`config.mk`:
```
export PLATFORM = sky130hd
export DESIGN_NAME = olpd_div
export DESIGN_NICKNAME = d
export VERILOG_FILES = /design/src/rtl/olpd_pkg.sv /design/src/rtl/olpd_div.sv
export SDC_FILE = /design/constraint.sdc
export NUM_CORES = 1
export LEC_CHECK = 0
export ABC_AREA = 1
export BUFFER_PORTS_ARGS = -buffer_cell sky130_fd_sc_hd__buf_2
export CELL_PAD_IN_SITES_DETAIL_PLACEMENT = 0
export CELL_PAD_IN_SITES_GLOBAL_PLACEMENT = 2
export CORE_MARGIN = 2
export CORE_UTILIZATION = 25
export CTS_BUF_LIST = sky130_fd_sc_hd__clkbuf_16
export CTS_CLUSTER_SIZE = 12
export DETAILED_ROUTE_END_ITERATION = 7
export GPL_ROUTABILITY_DRIVEN = 0
export GPL_TIMING_DRIVEN = 0
export PLACE_DENSITY_LB_ADDON = 0.2
export SLEW_MARGIN = 10
export SYNTH_ARGS = -nofsm -noshare
export SYNTH_HDL_FRONTEND = slang
export SYNTH_SLANG_ARGS = --single-unit
```
`constraint.sdc`:
```
create_clock -name clock -period 3 [get_ports clock]
set_clock_uncertainty 0.1 [all_clocks]
set_input_delay 0.75 -clock clock [delete_from_list [all_inputs] [get_ports clock]]
set_output_delay 0.75 -clock clock [all_outputs]
set_load 0.03 [all_outputs]
```
`src/rtl/olpd_pkg.sv`:
```
// Shared constants and types for the open-loop phase duty block.
// Depends on nothing; the design files import it.
package olpd_pkg;

   localparam int TRIG_BITS_DEFAULT = 16;

   // Pipeline depths of the sine unit and of the duty divider.
   localparam int SINE_LATENCY = 6;
   localparam int DIV_LATENCY  = 17;

   // Odd Taylor coefficients in Q30, Horner order from the ninth power down.
   localparam logic signed [32:0] SINE_COEF [0:4] = '{
      33'sd172272, 33'sd5026995, 33'sd85569306, 33'sd693598669, 33'sd1686629713
   };

   // sqrt(3) in Q20, as a signed operand.
   localparam logic signed [21:0] SQRT3_Q20 = 22'sd1816187;

   localparam logic [14:0] SUPPLY_LIMIT_RESET = 15'd12000;

   // Register index taken from the word address.
   localparam logic CSR_SUPPLY_LIMIT = 1'b0;

   localparam logic [15:0] DUTY_FULL = 16'd32768;

   typedef struct packed {
      logic [15:0] duty;
      logic        clamp;
   } duty_result_type;

endpackage

```
`src/rtl/olpd_div.sv`:
```
// Clamp and pipelined restoring division of one phase numerator into a Q15 duty.
// Depends on olpd_pkg.
module olpd_div import olpd_pkg::*; #(
   parameter int TRIG_BITS = TRIG_BITS_DEFAULT
) (
   input  logic                         clock,
   input  logic                         enable,
   input  logic signed [TRIG_BITS+39:0] numer,
   input  logic [14:0]                  dm,
   output duty_result_type              result
);

   localparam int NW = TRIG_BITS + 40;

   logic [14:0] r_ff    [0:16];
   logic [15:0] qm_ff   [0:16];
   logic        neg_ff  [0:16];
   logic        over_ff [0:16];

   logic signed [NW-1:0] dm_w;
   logic signed [NW-1:0] sum;
   logic signed [NW-1:0] m;
   logic                 over_in;

   // Rounding half up folds into the numerator; the low bits of the
   // denominator are a power of two and drop out as a shift.
   always_comb begin
      dm_w    = NW'($signed({1'b0, dm}));
      over_in = numer > (dm_w <<< (TRIG_BITS + 22));
      sum     = numer + (dm_w <<< (TRIG_BITS + 6));
      m       = sum >>> (TRIG_BITS + 7);
   end

   always_ff @(posedge clock) begin
      if (enable) begin
         r_ff[0]    <= m[30:16];
         qm_ff[0]   <= m[15:0];
         neg_ff[0]  <= numer[NW-1];
         over_ff[0] <= over_in;
      end
   end

   for (genvar k = 1; k <= 16; k++) begin : g_step
      logic [15:0] rs;
      logic        ge;
      logic [15:0] diff;
      always_comb begin
         rs   = {r_ff[k-1], qm_ff[k-1][15]};
         ge   = rs >= {1'b0, dm};
         diff = rs - {1'b0, dm};
      end
      always_ff @(posedge clock) begin
         if (enable) begin
            r_ff[k]    <= ge ? diff[14:0] : rs[14:0];
            qm_ff[k]   <= {qm_ff[k-1][14:0], ge};
            neg_ff[k]  <= neg_ff[k-1];
            over_ff[k] <= over_ff[k-1];
         end
      end
   end

   always_comb begin
      if (neg_ff[16]) begin
         result.duty = '0;
      end else if (over_ff[16]) begin
         result.duty = DUTY_FULL;
      end else begin
         result.duty = qm_ff[16];
      end
      result.clamp = neg_ff[16] | over_ff[16];
   end

endmodule

```
* After elaboration in Yosys (flattened, before gate mapping) *
Memories as Yosys holds them, arrays and structs flattened.
Cells that the tools add are included.

storage, ports and cells
  latch bits = 0
  word-level logic and storage cells = 59
  RAM bits = 561
  register bits = 0
  memory bits (read-only) = 0
  memories = 4

cells by class
  shift operators = 0
  magnitude comparators = 17
  add/subtract/negate cells = 17
  $mul = 0
  eq/ne operators = 0
  divide/modulo/power cells = 0
  reduce and logical (&&, ||, !) cells = 0
  bitwise operators = 1
  multiplexer cells = 20

memory list
  name     depth  width  rd ports  clocked after memory_dff  write ports  RTL line        source
  qm_ff    17     16     17        0                         17           olpd_div.sv:16  logic [15:0] qm_ff [0:16];
  r_ff     17     15     16        0                         17           olpd_div.sv:15  logic [14:0] r_ff [0:16];
  neg_ff   17     1      17        0                         17           olpd_div.sv:17  logic neg_ff [0:16];
  over_ff  17     1      17        0                         17           olpd_div.sv:18  logic over_ff [0:16];

operators with widths
  cell                                                        number
  16-bit by 15-bit >= comparator with 1-bit output            16
  15-bit 2-to-1 mux                                           16
  15-bit subtractor                                           16
  56-bit by 54-bit greater-than comparator with 1-bit output  1
  54-bit by 38-bit adder with 54-bit output                   1
  16-bit 2-to-1 mux                                           2
  1-bit 2-to-1 mux                                            2
  1-bit bitwise OR                                            1

* Depth between registers and ports, before layout *
Gate-level depths: netlist (run 1).
An unclocked memory read counts as a cell.

  word-level depth = 3
  gate-level depth with buffers = 14
  gate-level depth less buffers = 13

* Least setup slack after synthesis (run 1) *
Ideal clock, no wire load.

  kind = input to register
  start = input port dm[1]
  end = memory r_ff[15][8] (netlist: r_ff[0][233]) (data pin)
  buffers on the path = 1
  slack = -221 ps
  cell stages on the path = 10
  required time = 2640 ps
  setup time = 260 ps
  data arrival time = 2861 ps
  path through = inv_1 fa_1 nand2_1 a21oi_2 nand2_1 nand2_1 nand2_2 nand3_4 buf_6 o21ai_0

RTL lines
  what             RTL line        source
  start, declared  olpd_div.sv:9   input logic [14:0] dm,
  end, declared    olpd_div.sv:15

==> flow_summary_export.csv, run 1 <==
group,metric,value,unit
run_status,status,"completed",
setup_path,worstPathArrival,3.23,ns
detailed_routing,dr.pass1.iters,5,
global_routing,grt_pass1_wl,163000,um
setup_path,endpoint_kind,"flop",
global_routing,grt_pass1_vias,27200,
logic_synthesis,yosysUniqueCellTypes,36,
sta,post-route-min-period,2.85,ns
clock_tree,path_clk_slew,0.05,ns
final_layout,drive_gt1_share,8.08,%
placement,placed_cells,6208,
logic_synthesis,synth_seq_cells,546,
sta,fin_setup_tns,0,ns
clock_tree,cts.sink_count,546,
placement,place_hpwl,81200,um
final_layout,seq_area,16400,um2
pwr,power.leakage,19.5,nW
logic_synthesis,avgSynthCellArea,8.29,um2
detailed_routing,dr.first_iter.drc_count,1468,
setup_path,worstPathCellList,"buf_2, inv_4, buf_12, ha_1, nand2_1, inv_1, a21oi_1, nor2_1, nor2_1, nand2_2, clkinvlp_4, buf_4, nand2_1, nand2_1",
setup_path,critical_path_class,"in2reg",
sta,tightest_slew,0.612,ns
pwr,peakVddDrop,0.342,mV
setup_path,path_buf_inv,6,
final_layout,multi_input_area,16200,um2
setup_path,startpoint,"dm[11]",
placement,port_buffers,89,
logic_synthesis,postSynth.asyncResetShare,0,%
sta,hold_viol,0,
logic_synthesis,syn-num-nets,4582,
logic_synthesis,synth-main-ff-cell,"edfxtp_1",
logic_synthesis,yosys.area.top_type_share,46.8,%
clock_tree,htreeDepth,3,
sta,rsz0062_at_grt,"false",
pwr,cellPowerDensity,930,nW/um2
detailed_routing,post_drt_wl_per_cell,16.7,um
sta,maxSlewViolCount,0,
final_layout,antenna_cells,0,
logic_synthesis,synth-seq-area-share,46.8,%
final_layout,instances_no_fill,6330,
setup_path,max_stage_delay,0.33,ns
sta,setup_viol,0,
min_path,hold_class,"in2reg",
logic_synthesis,synth_compound_area_share,3.52,%
global_routing,antenna_found_initial,1,
setup_path,start_kind,"input pin",
detailed_routing,via_count,26700,
logic_synthesis,syn_area,35000,um2
final_layout,area_delta_synth_final,16.3,%
logic_synthesis,synth_enable_flop_cells,546,
sta,finalCritPeriodShare,95.0,%
sta,fmax,351,MHz
logic_synthesis,synth_top_family_by_area,"simple AND/OR/NAND/NOR gates",
clock_tree,cts_buffers,70,
detailed_routing,drc,0,
logic_synthesis,syn_inst,4224,
clock_tree,clockBufferDepth,3,
final_layout,fin_nets,4764,
detailed_routing,viasPerCell,4.21,
floorplan,ios,90,
sta,setup_slack,0.149,ns
clock_tree,cts-root-buf,"clkbuf_16",
logic_synthesis,synth_fa_ha_area_share,10.5,%
floorplan,start_util,25.1,%
setup_path,cp.required,3.38,ns
placement,place_ws,-1.02,ns
logic_synthesis,ys_warn_count,0,
sta,slew_headroom,59.2,%
floorplan,die_h,378,um
logic_synthesis,netlist.top_cell.by_area,"edfxtp_1",
floorplan,coreArea,139000,um2
global_routing,grt-busiest-layer,"met2",
clock_tree,cts_tree,"built",
detailed_routing,wl,106000,um
setup_path,r2r_start,"qm_ff[0][31]$_DFFE_PP_",
sta,hold_slack,0.226,ns
logic_synthesis,synth_xor_area_share,2.75,%
setup_path,crit_family,"buffers and inverters",
global_routing,grt_max_degree,115,
floorplan,die_area,143000,um2
global_routing,track_usage,15.1,%
global_routing,grt_use_met1,20.0,%
setup_path,path_max_fanout,10,
detailed_routing,ant_nets,0,
setup_path,path_common_cell,"nand2_1",
global_routing,met2_usage,25.7,%
logic_synthesis,synthSimpleGateAreaFrac,28.9,%
final_layout,fill_cells,14900,
flow_run,cap_violations,0,
floorplan,std_cell_rows,137,
logic_synthesis,synthMuxAreaShare,0,%
floorplan,die_w,378,um
min_path,min-delay-start,"numer[55]",
logic_synthesis,synthTopCellsByArea,"edfxtp_1, nand2_1, ha_1, inv_1, nand3_1",
setup_path,crit_path_top_delay_cell,"ha_1",
global_routing,grt_overflow,0,
global_routing,grt.met3_usage,2.23,%
clock_tree,clk_latency,0.65,ns
[cells in the mapped netlist, drive strengths merged (16+ instances only)]
master  number
nand3      296
inv        637
nor3        30
fa          16
ha         269
or2         25
xnor2       29
nand4       87
o21ai       65
a21oi      156
buf         31
nor2       226
xor2        81
edfxtp     546
nand2     1638
nand3b      62
[worst reg2reg max path: stages (launching register included)]
cell      delay (ns)
edfxtp_1        0.36
inv_1           0.12
ha_1            0.15
inv_1           0.08
fa_1            0.38
nand2_1         0.10
nand2_1         0.11
nand3_1         0.13
nand3_1         0.12
nand2_1         0.09
nand2_2         0.18
inv_1           0.26
buf_4           0.25
nand2_1         0.07
nand2_1         0.10
[worst paths after layout]
kind	to	slack, ns	cells past startpoint
worst max register to register	r_ff[0][38]$_DFFE_PP_	0.25	14
worst max-delay path	r_ff[0][211]$_DFFE_PP_	0.15	14
worst min register to register	qm_ff[0][42]$_DFFE_PP_	0.30	0
worst min-delay path	neg_ff[0][0]$_DFFE_PP_	0.23	1
[what timing repair did]
action / CTS / global route
buffers inserted: 2 / 1
gates resized for setup: 13 / 18
hold buffers: 0 / 0
endpoints found under the setup margin: 132 / 87
[through the flow]
stage | total power (W) | utilization, % | area [um2]
after floorplan | 0.0244 | - | 35200
after global placement | 0.0302 | 27.3 | 38000
after detailed placement | 0.0300 | 27.6 | 38400
after CTS | 0.0387 | 29.2 | 40700
after global routing | 0.0415 | 29.2 | 40700
final | 0.0379 | 29.2 | 40700
[layer usage]
layer	wire (um)	part of all wire, %
met4	2130	2.0
met1	50800	48
met2	49900	47
met3	3090	2.9
met5	0	0
[power breakdown]
group	internal, W	total, W	switching (W)
clock	0.00492	0.00836	0.00344
combinational	0.00594	0.0171	0.0112
sequential	0.0112	0.0124	0.00115
total	0.0221	0.0379	0.0158
[placed cells by master (no fill, tap or decap), types with 5 or more instances in the layout]
master	netlist	routed
inv_4	0	9
fa_2	0	6
nand3_1	291	271
edfxtp_1	546	546
o21ai_1	8	9
nand3b_1	62	62
inv_1	637	626
nor3_1	25	25
nand4_2	5	5
nand3_2	0	20
or2_2	25	25
buf_2	10	97
buf_12	0	13
o21ai_0	57	56
nand4_1	82	82
buf_4	10	13
ha_1	269	269
clkbuf_16	0	73
clkinvlp_4	0	11
nor2_1	225	225
nand2_4	0	5
a21oi_1	150	150
xor2_1	81	81
bufinv_16	0	6
nand2_1	1618	1612
nand3_4	5	5
clkinv_2	0	5
buf_16	0	6
clkinv_1	0	13
a21oi_4	5	5
o21bai_1	7	7
and2_1	15	15
nor3_4	5	5
inv_2	0	6
buf_6	10	12
nand2_2	20	21
fa_1	16	10
xnor2_1	29	29
[registers in the layout, indices dropped and copies added, names as in the netlist]
signal / count
neg_ff: 17
qm_ff: 272
over_ff: 17
r_ff: 240
[final cells by class]
type                            instances  area share, %
Buffer                                 32          0.630
Clock buffer                           73           4.48
Clock inverter                         47           1.03
Inverter                              637           5.97
Multi-Input combinational cell       3008           39.7
Sequential cell                       546           40.2
Tap cell                             1876           5.76
Timing Repair Buffer                  111           2.23
[kinds of logic (layout without fill, tap and decap cells)]
family / count (synthesis) / after routing
and+or+nand+nor: 2383 / 2383
buffers and inverters: 670 / 900
DFF: 546 / 546
adders and majority gates: 285 / 285
AOI/OAI and AO/OA: 230 / 230
xor gates and xnor gates: 110 / 110
No activity file was read; power rests on OpenSTA's default activity.
==> run 2: changes to the inputs <==
Settings changed: CORE_ASPECT_RATIO set to 0.8, RECOVER_POWER set to 50, REMOVE_ABC_BUFFERS set to 1.
==> flow_summary_export.csv, run 2 (synthesis results as in run 1) <==
group,metric,value,unit
final_layout,reg_top3,"qm_ff: 272 flops, r_ff: 240 flops",
final_layout,fin_nets,4749,
sta,tightest_slew,1.50,ns
final_layout,final_common_cell,"nand2_1",
sta,maxSlewViolCount,33,
pwr,p_switching,0.0159,W
pwr,p_int,0.0220,W
pwr,peakVddDrop,0.415,mV
final_layout,instances_no_fill,6301,
placement,placed_cells,6161,
final_layout,drive_gt1_share,7.21,%
detailed_routing,drc,0,
placement,port_buffers,89,
final_layout,regMostFlops,"qm_ff",
clock_tree,clockBufferDepth,3,
setup_path,reg2reg_depth,14,
detailed_routing,ant_nets,0,
floorplan,ios,90,
clock_tree,htreeDepth,3,
placement,place_hpwl,79300,um
setup_path,r2r_setup_slack,0.23,ns
clock_tree,cts-root-buf,"clkbuf_16",
placement,post_dp_cell_area,38100,um2
detailed_routing,via_count,26800,
clock_tree,cts_buffers,70,
min_path,hold_class,"in2reg",
detailed_routing,viasPerCell,4.26,
global_routing,grt_pass1_wl,163000,um
placement,place_ws,-1.24,ns
sta,rsz0062_at_grt,"false",
final_layout,area_delta_synth_final,15.9,%
setup_path,crit_path_end,"r_ff[0][138]$_DFFE_PP_",
clock_tree,cts.sink_count,546,
global_routing,grt_pass1_vias,26400,
clock_tree,clk_latency,0.69,ns
floorplan,die_w,423,um
pwr,p_sw_share,41.9,%
floorplan,coreArea,139000,um2
sta,setup_viol,0,
setup_path,cp.required,3.26,ns
pwr,seqPwrFrac,33.0,%
flow_run,cap_violations,0,
detailed_routing,wl,106000,um
detailed_routing,dr.pass1.iters,5,
final_layout,largest_register_ffs,272,
pwr,clock_power_share,22.6,%
sta,finalCritPeriodShare,94.4,%
run_status,violations,"max-slew violations",
sta,fmax,353,MHz
sta,post-route-min-period,2.83,ns
pwr,power.leakage,19.4,nW
detailed_routing,dr.first_iter.drc_count,1574,
pwr,cellPowerDensity,934,nW/um2
setup_path,start_kind,"input pin",
floorplan,start_util,25.3,%
final_layout,final_cell_mix,"nand2_1, inv_1, edfxtp_1, nand3_1, ha_1",
global_routing,antenna_found_initial,1,
run_status,status,"complete, but fails checks",
setup_path,worstPathArrival,3.09,ns
setup_path,endpoint_kind,"flop",
floorplan,die_area,143000,um2
global_routing,grt_overflow,0,
sta,fin_setup_tns,0,ns
setup_path,path_max_fanout,18,
detailed_routing,post_drt_wl_per_cell,16.8,um
sta,hold_slack,0.284,ns
global_routing,grt_max_degree,105,
final_layout,final_area,40600,um2
setup_path,critical_path_class,"in2reg",
setup_path,r2r_start,"qm_ff[0][143]$_DFFE_PP_",
sta,hold_viol,0,
sta,setup_slack,0.169,ns
global_routing,track_usage,14.8,%
clock_tree,path_clk_slew,0.06,ns
floorplan,std_cell_rows,122,
pwr,power.share.combinational,44.4,%
clock_tree,hold_buffers,0,
setup_path,worstReg2RegEnd,"r_ff[0][138]$_DFFE_PP_",
setup_path,startpoint,"dm[14]",
clock_tree,cts_tree,"built",
floorplan,die_h,339,um
sta,slew_headroom,-0.301,%
## run 2: routing by layer
layer,GRT usage (%),vias up,routed length (um)
met5,0,-,0
met4,2.83,0,1640
met3,2.36,96,3170
met2,22.2,321,44300
met1,22.3,12200,56800
li1,-,14200,-
## run 2: critical path, cell delays in order
cell	delay, ns
buf_2	0.11
inv_2	0.42
buf_12	0.26
ha_1	0.18
inv_1	0.06
nor3_1	0.24
and2_1	0.16
nand2_1	0.08
nand2_4	0.24
clkinvlp_4	0.12
buf_4	0.20
nand2_1	0.08
nand2_1	0.13
## run 2: through the flow
stage	utilization, %	power, W
2_1_floorplan	-	0.0240
3_3_place_gp	27.1	0.0296
3_5_place_dp	27.4	0.0294
4_1_cts	29.2	0.0385
5_1_grt	29.3	0.0415
6_report	29.3	0.0379
## run 2: timing repair
action	CTS	global route
buffers inserted	17	1
setup endpoints to repair	205	107
pin swaps	0	0
resized for setup	14	16
## run 2: cell type report
type / count / area [um2]
antenna: 1 / 2.50
clock buffer: 70 / 1750
clock inverter: 51 / 572
fill: 15000 / 98200
inverter: 637 / 2450
multi-input combinational: 3008 / 16000
sequential: 546 / 16400
tap: 1860 / 2330
timing repair buffer: 128 / 1050
## run 2: how the worst min path moves through the flow
stage | startpoint | to | slack (ns) | cells after the start
after floorplan | neg_ff[0][0]$_DFFE_PP_ | neg_ff[0][1]$_DFFE_PP_ | 0.30 | 0
after global placement | qm_ff[0][86]$_DFFE_PP_ | qm_ff[0][103]$_DFFE_PP_ | 0.30 | 0
after detailed placement | qm_ff[0][114]$_DFFE_PP_ | qm_ff[0][131]$_DFFE_PP_ | 0.30 | 0
after CTS | numer[55] | neg_ff[0][0]$_DFFE_PP_ | 0.16 | 1
after global routing | numer[55] | neg_ff[0][0]$_DFFE_PP_ | 0.25 | 1
final | numer[53] | r_ff[0][14]$_DFFE_PP_ | 0.28 | 3
## run 2: power groups by stage
| stage | clock (W) | combinational, W | sequential [W] |
|---|---|---|---|
| after floorplan | 0 | 0.0120 | 0.0120 |
| after global placement | 0 | 0.0167 | 0.0129 |
| after detailed placement | 0 | 0.0167 | 0.0127 |
| after CTS | 0.00896 | 0.0170 | 0.0126 |
| after global routing | 0.00922 | 0.0196 | 0.0127 |
| final | 0.00858 | 0.0168 | 0.0125 |
==> run 3: changes to the inputs <==
Settings changed: ABC_AREA 1 to unset.
==> flow_summary_export.csv, run 3 <==
group,metric,value,unit
run_status,status,"complete, but fails checks",
run_status,violations,"negative setup slack",
final_layout,final_common_cell,"edfxtp_1",
floorplan,die_w,398,um
floorplan,start_util,25.2,%
logic_synthesis,netlist.top_cell.by_area,"edfxtp_1",
clock_tree,path_clk_slew,0.06,ns
pwr,power.leakage,14.5,nW
setup_path,worstPathArrival,3.47,ns
logic_synthesis,yosysUniqueCellTypes,67,
logic_synthesis,syn_area,31100,um2
sta,setup_slack,-0.173,ns
setup_path,critical_path_class,"in2reg",
sta,slew_headroom,50.9,%
final_layout,regMostFlops,"qm_ff",
setup_path,path_max_fanout,8,
clock_tree,cts_buffers,67,
global_routing,track_usage,13.3,%
logic_synthesis,synthTopCellsByArea,"edfxtp_1, ha_1, mux2_2, xnor2_1, o21ai_0",
logic_synthesis,synth-seq-area-share,52.8,%
final_layout,seq_area,16400,um2
final_layout,largest_register_ffs,272,
floorplan,die_h,319,um
clock_tree,htreeDepth,3,
logic_synthesis,synth-main-ff-cell,"edfxtp_1",
global_routing,grt_max_degree,119,
final_layout,instances_no_fill,4532,
final_layout,drive_gt1_share,18.9,%
logic_synthesis,syn_inst,2592,
global_routing,antenna_found_initial,3,
final_layout,area_delta_synth_final,21.9,%
placement,post_dp_cell_area,34100,um2
sta,rsz0062_at_grt,"true",
placement,place_hpwl,57500,um
setup_path,reg2reg_depth,13,
setup_path,max_stage_delay,0.37,ns
detailed_routing,ant_nets,0,
placement,placed_cells,4310,
floorplan,coreArea,123000,um2
global_routing,grt_overflow,0,
floorplan,die_area,127000,um2
sta,setup_viol,32,
setup_path,crit_path_top_delay_cell,"ha_1",
setup_path,cp.required,3.30,ns
placement,port_buffers,89,
clock_tree,cts-root-buf,"clkbuf_16",
floorplan,std_cell_rows,115,
final_layout,reg_top3,"qm_ff: 272 flops, r_ff: 240 flops",
logic_synthesis,synth_enable_flop_cells,546,
detailed_routing,dr.pass1.iters,5,
logic_synthesis,ys_warn_count,0,
sta,fmax,315,MHz
clock_tree,cts_tree,"built",
flow_run,cap_violations,0,
detailed_routing,wl,85400,um
min_path,hold_class,"reg2reg",
global_routing,grt_pass1_wl,130000,um
logic_synthesis,yosysMostFrequentCell,"edfxtp_1",
detailed_routing,viasPerCell,4.71,
setup_path,start_kind,"input pin",
sta,hold_viol,0,
clock_tree,cts.sink_count,546,
clock_tree,clk_latency,0.65,ns
sta,post-route-min-period,3.17,ns
sta,fin_setup_tns,-2.39,ns
final_layout,fill_cells,12500,
logic_synthesis,yosys.area.top_type_share,52.8,%
detailed_routing,post_drt_wl_per_cell,18.8,um
detailed_routing,via_count,21300,
logic_synthesis,avgSynthCellArea,12.0,um2
min_path,holdPathStages,0,
sta,tightest_slew,0.736,ns
setup_path,worstPathCellList,"buf_2, inv_2, buf_12, buf_12, ha_1, a21oi_1, o211ai_1, o21bai_1, a21oi_2, a21oi_2, a2111oi_4, buf_4, clkbuf_16, mux2_4",
detailed_routing,dr.first_iter.drc_count,1116,
logic_synthesis,synthTopCellsByCount,"edfxtp_1, ha_1, nand2_1",
final_layout,final_area,37900,um2
floorplan,ios,90,
pwr,peakVddDrop,0.391,mV
detailed_routing,drc,0,
sta,maxSlewViolCount,0,
pwr,cellPowerDensity,1040,nW/um2
logic_synthesis,synth_seq_cells,546,
logic_synthesis,postSynth.asyncResetShare,0,%
clock_tree,clockBufferDepth,3,
sta,hold_slack,0.314,ns
global_routing,grt_pass1_vias,21600,
final_layout,final_cell_mix,"edfxtp_1, ha_1, nand2_1, o21ai_0, a21oi_1",
final_layout,fin_nets,3198,
sta,finalCritPeriodShare,106,%
setup_path,endpoint_kind,"flop",
final_layout,multi_input_area,14800,um2
run 3: power breakdown:
part | internal (W) | switching, W
clock network | 0.00470 | 0.00347
registers | 0.0115 | 0.00118
logic | 0.00871 | 0.00975
run 3: cell type report:
cell class,count,share of cell area [%]
inverters,137,1.43
well taps,1638,5.41
multi-input cells,1879,39.0
diodes,3,0.0198
clock inverters,52,1.25
flip-flops and latches,546,43.3
clock buffers,68,4.49
repair buffers,209,5.07
run 3: worst max-delay path, delay by kind of cell:
kind / cells / cell delay [ns]
AOI/OAI and AO/OA: 6 / 1.21
buffers and inverters: 6 / 0.84
adders and majority gates: 1 / 0.37
muxes: 1 / 0.30
run 3: final timing paths:
check	start	end	slack [ns]
worst max-delay path	dm[5]	r_ff[0][57]$_DFFE_PP_	-0.17
worst min-delay path	over_ff[15]$_DFFE_PP_	over_ff[16]$_DFFE_PP_	0.31
worst max register to register	qm_ff[0][47]$_DFFE_PP_	r_ff[0][57]$_DFFE_PP_	-0.12
worst min register to register	over_ff[15]$_DFFE_PP_	over_ff[16]$_DFFE_PP_	0.31
run 3: cell families (layout without fill, tap and decap cells):
kind of cell | Yosys count | in the layout | share of synthesized area (%)
adders and majority gates | 285 | 285 | 11.9
other | 0 | 3 | 0
AOI/OAI and AO/OA | 712 | 714 | 15.3
muxes | 103 | 103 | 3.71
DFF | 546 | 546 | 52.8
and+or+nand+nor | 602 | 605 | 9.33
buffers and inverters | 172 | 466 | 2.19
xor gates and xnor gates | 172 | 172 | 4.85
run 3: what timing repair did:
action | 4_1_cts | 5_1_grt
cloned | 7 | 6
pin swaps | 34 | 40
buffers inserted | 61 | 26
endpoints found under the setup margin | 254 | 150
hold buffers | 0 | 0
resized for setup | 100 | 76
run 3: stage by stage:
stage                     setup WS (ns)  util [%]  power, W
final                            -0.173      30.8    0.0393
after global routing             -0.258      30.7    0.0421
after CTS                        -0.134      30.4    0.0390
after detailed placement          -2.29      27.7    0.0287
after global placement            -7.71      27.1    0.0283
after floorplan                   -1.49         -    0.0239
run 3: layer usage:
metal	share of wire (%)	routed length, um	up-vias	global-route usage (%)
met5	0	0	-	0
met4	2.6	2250	0	3.82
met3	4.1	3460	126	2.77
met2	44	37700	336	20.7
li1	-	-	10500	-
met1	49	41900	10400	18.5
